==> src/hw/rtl/ptw_pkg.sv <==
// ----------------------------------------------------------------------------
// ptw_pkg
// shared types, codes and constants of the four-level page walker
// ----------------------------------------------------------------------------
package ptw_pkg;

    // default depth of the local page-table store, in 64-bit words
    localparam int STORE_WORDS_DEF = 4096;

    localparam int ENTRY_W = 64;
    localparam int PADDR_W = 52;
    localparam int VADDR_W = 48;
    localparam int BASE_W  = 40;   // table base, physical address bits 51:12
    localparam int WORD_W  = 49;   // full word index: base plus 9-bit entry index

    // operation codes
    localparam logic OP_WRITE     = 1'b0;
    localparam logic OP_TRANSLATE = 1'b1;

    // status codes
    localparam logic [1:0] ST_OK          = 2'd0;
    localparam logic [1:0] ST_NOT_PRESENT = 2'd1;
    localparam logic [1:0] ST_OUTSIDE     = 2'd2;

    // page size codes
    localparam logic [1:0] SZ_4K = 2'd0;
    localparam logic [1:0] SZ_2M = 2'd1;
    localparam logic [1:0] SZ_1G = 2'd2;

    // walk levels
    localparam logic [1:0] LVL_PT   = 2'd0;
    localparam logic [1:0] LVL_PD   = 2'd1;
    localparam logic [1:0] LVL_PDPT = 2'd2;
    localparam logic [1:0] LVL_PML4 = 2'd3;

    // entry bit positions
    localparam int BIT_PRESENT = 0;
    localparam int BIT_PS      = 7;

    typedef struct packed {
        logic        operation;
        logic [11:0] word_index;
        logic [63:0] word_data;
        logic [63:0] virtual_address;
    } t_in_item;

    typedef struct packed {
        logic [51:0] physical_address;
        logic [1:0]  page_size;
        logic [1:0]  status;
    } t_out_item;

    // one request to the shared index unit
    typedef struct packed {
        logic [BASE_W-1:0]  base;
        logic [VADDR_W-1:0] va;
        logic [1:0]         level;
    } t_walk_req;

endpackage

==> src/hw/rtl/ptw_index_unit.sv <==
// ----------------------------------------------------------------------------
// ptw_index_unit
// forms the store word index of one table entry and checks it against depth
// ----------------------------------------------------------------------------
module ptw_index_unit #(
    parameter int STORE_WORDS = ptw_pkg::STORE_WORDS_DEF
) (
    input  ptw_pkg::t_walk_req                i_req,
    output logic [$clog2(STORE_WORDS)-1:0]    o_word_addr,
    output logic                              o_outside
);

    localparam int AW = $clog2(STORE_WORDS);
    localparam logic [ptw_pkg::WORD_W-1:0] LIMIT = ptw_pkg::WORD_W'(STORE_WORDS);

    logic [8:0]                   idx;
    logic [ptw_pkg::WORD_W-1:0]   word;

    // pick the 9-bit index field of this level
    always_comb begin
        case (i_req.level)
            ptw_pkg::LVL_PML4: idx = i_req.va[47:39];
            ptw_pkg::LVL_PDPT: idx = i_req.va[38:30];
            ptw_pkg::LVL_PD:   idx = i_req.va[29:21];
            ptw_pkg::LVL_PT:   idx = i_req.va[20:12];
            default:           idx = i_req.va[20:12];
        endcase
    end

    // base is 4 KB aligned, so base/8 + idx is a plain concatenation
    assign word        = {i_req.base, idx};
    assign o_outside   = (word >= LIMIT);
    assign o_word_addr = word[AW-1:0];

endmodule

==> config.mk <==
export PLATFORM = sky130hd
export DESIGN_NAME = ptw_index_unit
export DESIGN_NICKNAME = d
export VERILOG_FILES = /design/src/hw/rtl/ptw_pkg.sv /design/src/hw/rtl/ptw_index_unit.sv
export SDC_FILE = /design/constraint.sdc
export NUM_CORES = 1
export LEC_CHECK = 0
export BUFFER_PORTS_ARGS = -buffer_cell sky130_fd_sc_hd__buf_2
export CORE_MARGIN = 5
export CORE_UTILIZATION = 17
export DETAILED_ROUTE_END_ITERATION = 8
export PLACE_DENSITY = 0.9
export SLEW_MARGIN = 25
export SYNTH_ARGS = -nofsm -noshare
export SYNTH_HDL_FRONTEND = slang
export SYNTH_SLANG_ARGS = --single-unit
==> constraint.sdc <==
create_clock -name vclk -period 0.8
set_input_delay 0.08 -clock vclk [all_inputs]
set_output_delay 0.08 -clock vclk [all_outputs]
set_load 0.005 [all_outputs]
==> impl_metrics.json <==
{
  "num_antenna_cells": 0,
  "p_per_area_mw_per_mm2": 492,
  "min_period_over_period": 1.42,
  "worst_slack_ps": -337,
  "fillers": 188,
  "postCtsSetupBuffers": 0,
  "rsz0062_at_grt": "true",
  "holdWs_ps": 160,
  "grt_pass1_vias": 692,
  "crit_path_start_kind": "input port",
  "crit_start": "i_req[82]",
  "p_int_uw": 301,
  "combPwrFrac": 1.000,
  "grtUsageTotal": 0.137,
  "avgViaCountPerCell": 4.55,
  "swShare": 0.320,
  "clock_power_share": 0,
  "worstSetupEndpointType": "primary output",
  "place.gp.congestion": 0.722,
  "syn_to_final_growth_pct": 178,
  "worstHoldStart": "i_req[51]",
  "worst_slew_pin_slew_ps": 281,
  "p_total_uw": 443,
  "synth_area_um2": 324,
  "arrival_ps": 1060,
  "path_class": "input port to primary output",
  "synth_cell_type_count": 10,
  "grt_max_degree": 10,
  "min_to": "o_word_addr[10]",
  "cp.required_ps": 720,
  "ant_nets": 0,
  "core_area_mm2": 0.00176,
  "yosysWarnings": 0,
  "fin_nets": 202,
  "grt-ovfl-total": 0,
  "die_width_um": 53.7,
  "synth_top_area_cell": "mux4_2",
  "portBuffers": 85,
  "hold_path.class": "input port to primary output",
  "grt_pass1_wl_um": 2890,
  "max_freq_mhz": 880,
  "yosysMostFrequentCell": "mux4_2",
  "ctsHoldBuffers": 0,
  "violations": "negative setup slack",
  "start_util": 0.184,
  "dieArea_mm2": 0.00288,
  "ios": 103,
  "nClkBuffers": 0,
  "pwr-share-seq": 0,
  "fin_setup_tns_ps": -2070,
  "drv_slew": 0,
  "drc": 0,
  "hold_depth": 0,
  "postSynthCellCount": 28,
  "cp_max_fo": 1,
  "drv_cap": 0,
  "synth_area_leaders": "mux4_2, nor4_1, buf_4",
  "seq_area_frac_synth": 0,
  "synth.top_cell.area_share": 0.625,
  "post_synth.cell_area_avg_um2": 11.6,
  "drt_wl_total_um": 2150,
  "p_leak_uw": 0.000447,
  "irDropWorstVdd_v": 0.000236,
  "dr.pass1.iters": 1,
  "antenna_found_initial": 0,
  "final_util": 0.510,
  "nFlopsAndLatches": 0,
  "final_layout_size_suffix_gt1_frac": 0.909,
  "finalCriticalPeriod_ps": 1140,
  "synthTopCellsByCount": "mux4_2, nor4_1, buf_4",
  "hold_viol": 0,
  "pre_cts_slack_ps": -360,
  "rows": 15,
  "status": "finished, violations left",
  "syn-num-nets": 118,
  "finalSetupViolations": 10,
  "relSlewSlack": 0.811,
  "p_sw_uw": 142,
  "drt_iter0_drc": 0,
  "seq_area_um2": 0,
  "vias": 614,
  "wl_per_cell_um": 16.0,
  "multi_input_area_um2": 335,
  "fp.dieH_um": 53.7
}
layout by cell type (no fill, tap or decap), drive strengths merged:
| cell type | instances |
|---|---|
| buf | 87 |
| mux4 | 9 |
| nand2 | 1 |
| nand4 | 2 |
| nor2 | 1 |
| nor3 | 1 |
| nor4 | 8 |
| or3 | 1 |
worst max path at each step:
stage / endpoint / slack (ps)
floorplan: o_outside / -70
global placement: o_outside / -300
detailed placement: o_outside / -360
CTS: o_outside / -310
global route: o_outside / -410
finish: o_outside / -340
final cells by class:
cell class                 instances  share of cell area
timing repair buffer              87               0.592
multi-input combinational         23               0.373
tap                               25              0.0348
cells by family after synthesis:
logic type,Yosys count,synth area share
multiplexers,9,0.625
buffers and inverters,5,0.104
AND/OR/NAND/NOR,14,0.270
worst max-delay path: stages:
cell	delay, ps
buf_2	100
nor4_1	310
nand4_1	130
or3_1	310
buf_2	130
metrics by stage:
step	std cells	area [um^2]
2_1_floorplan	28	333
3_3_place_gp	134	767
3_5_place_dp	134	767
4_1_cts	135	887
5_1_grt	135	900
6_report	135	900
timing repair:
item / 4_1_cts / 5_1_grt
resized for setup: 16 / 2
gates cloned: 1 / 0
pin swaps: 5 / 2
endpoints found under the setup margin: 10 / 10
per-layer routing:
| metal | vias to the layer above | global-route usage | wire [um] |
|---|---|---|---|
| li1 | 292 | - | - |
| met1 | 277 | 0.105 | 549 |
| met2 | 45 | 0.327 | 1270 |
| met3 | 0 | 0.0388 | 333 |
| met4 | 0 | 0 | 0 |
| met5 | - | 0 | 0 |
power groups by stage:
| stage | sequential (uW) | clock, uW | combinational (uW) |
|---|---|---|---|
| after global routing | 0 | 0 | 478 |
| after CTS | 0 | 0 | 434 |
| after floorplan | 0 | 0 | 137 |
| after global placement | 0 | 0 | 349 |
| after detailed placement | 0 | 0 | 361 |
| final | 0 | 0 | 443 |
Note: power is estimated with default switching activity, not from simulation.
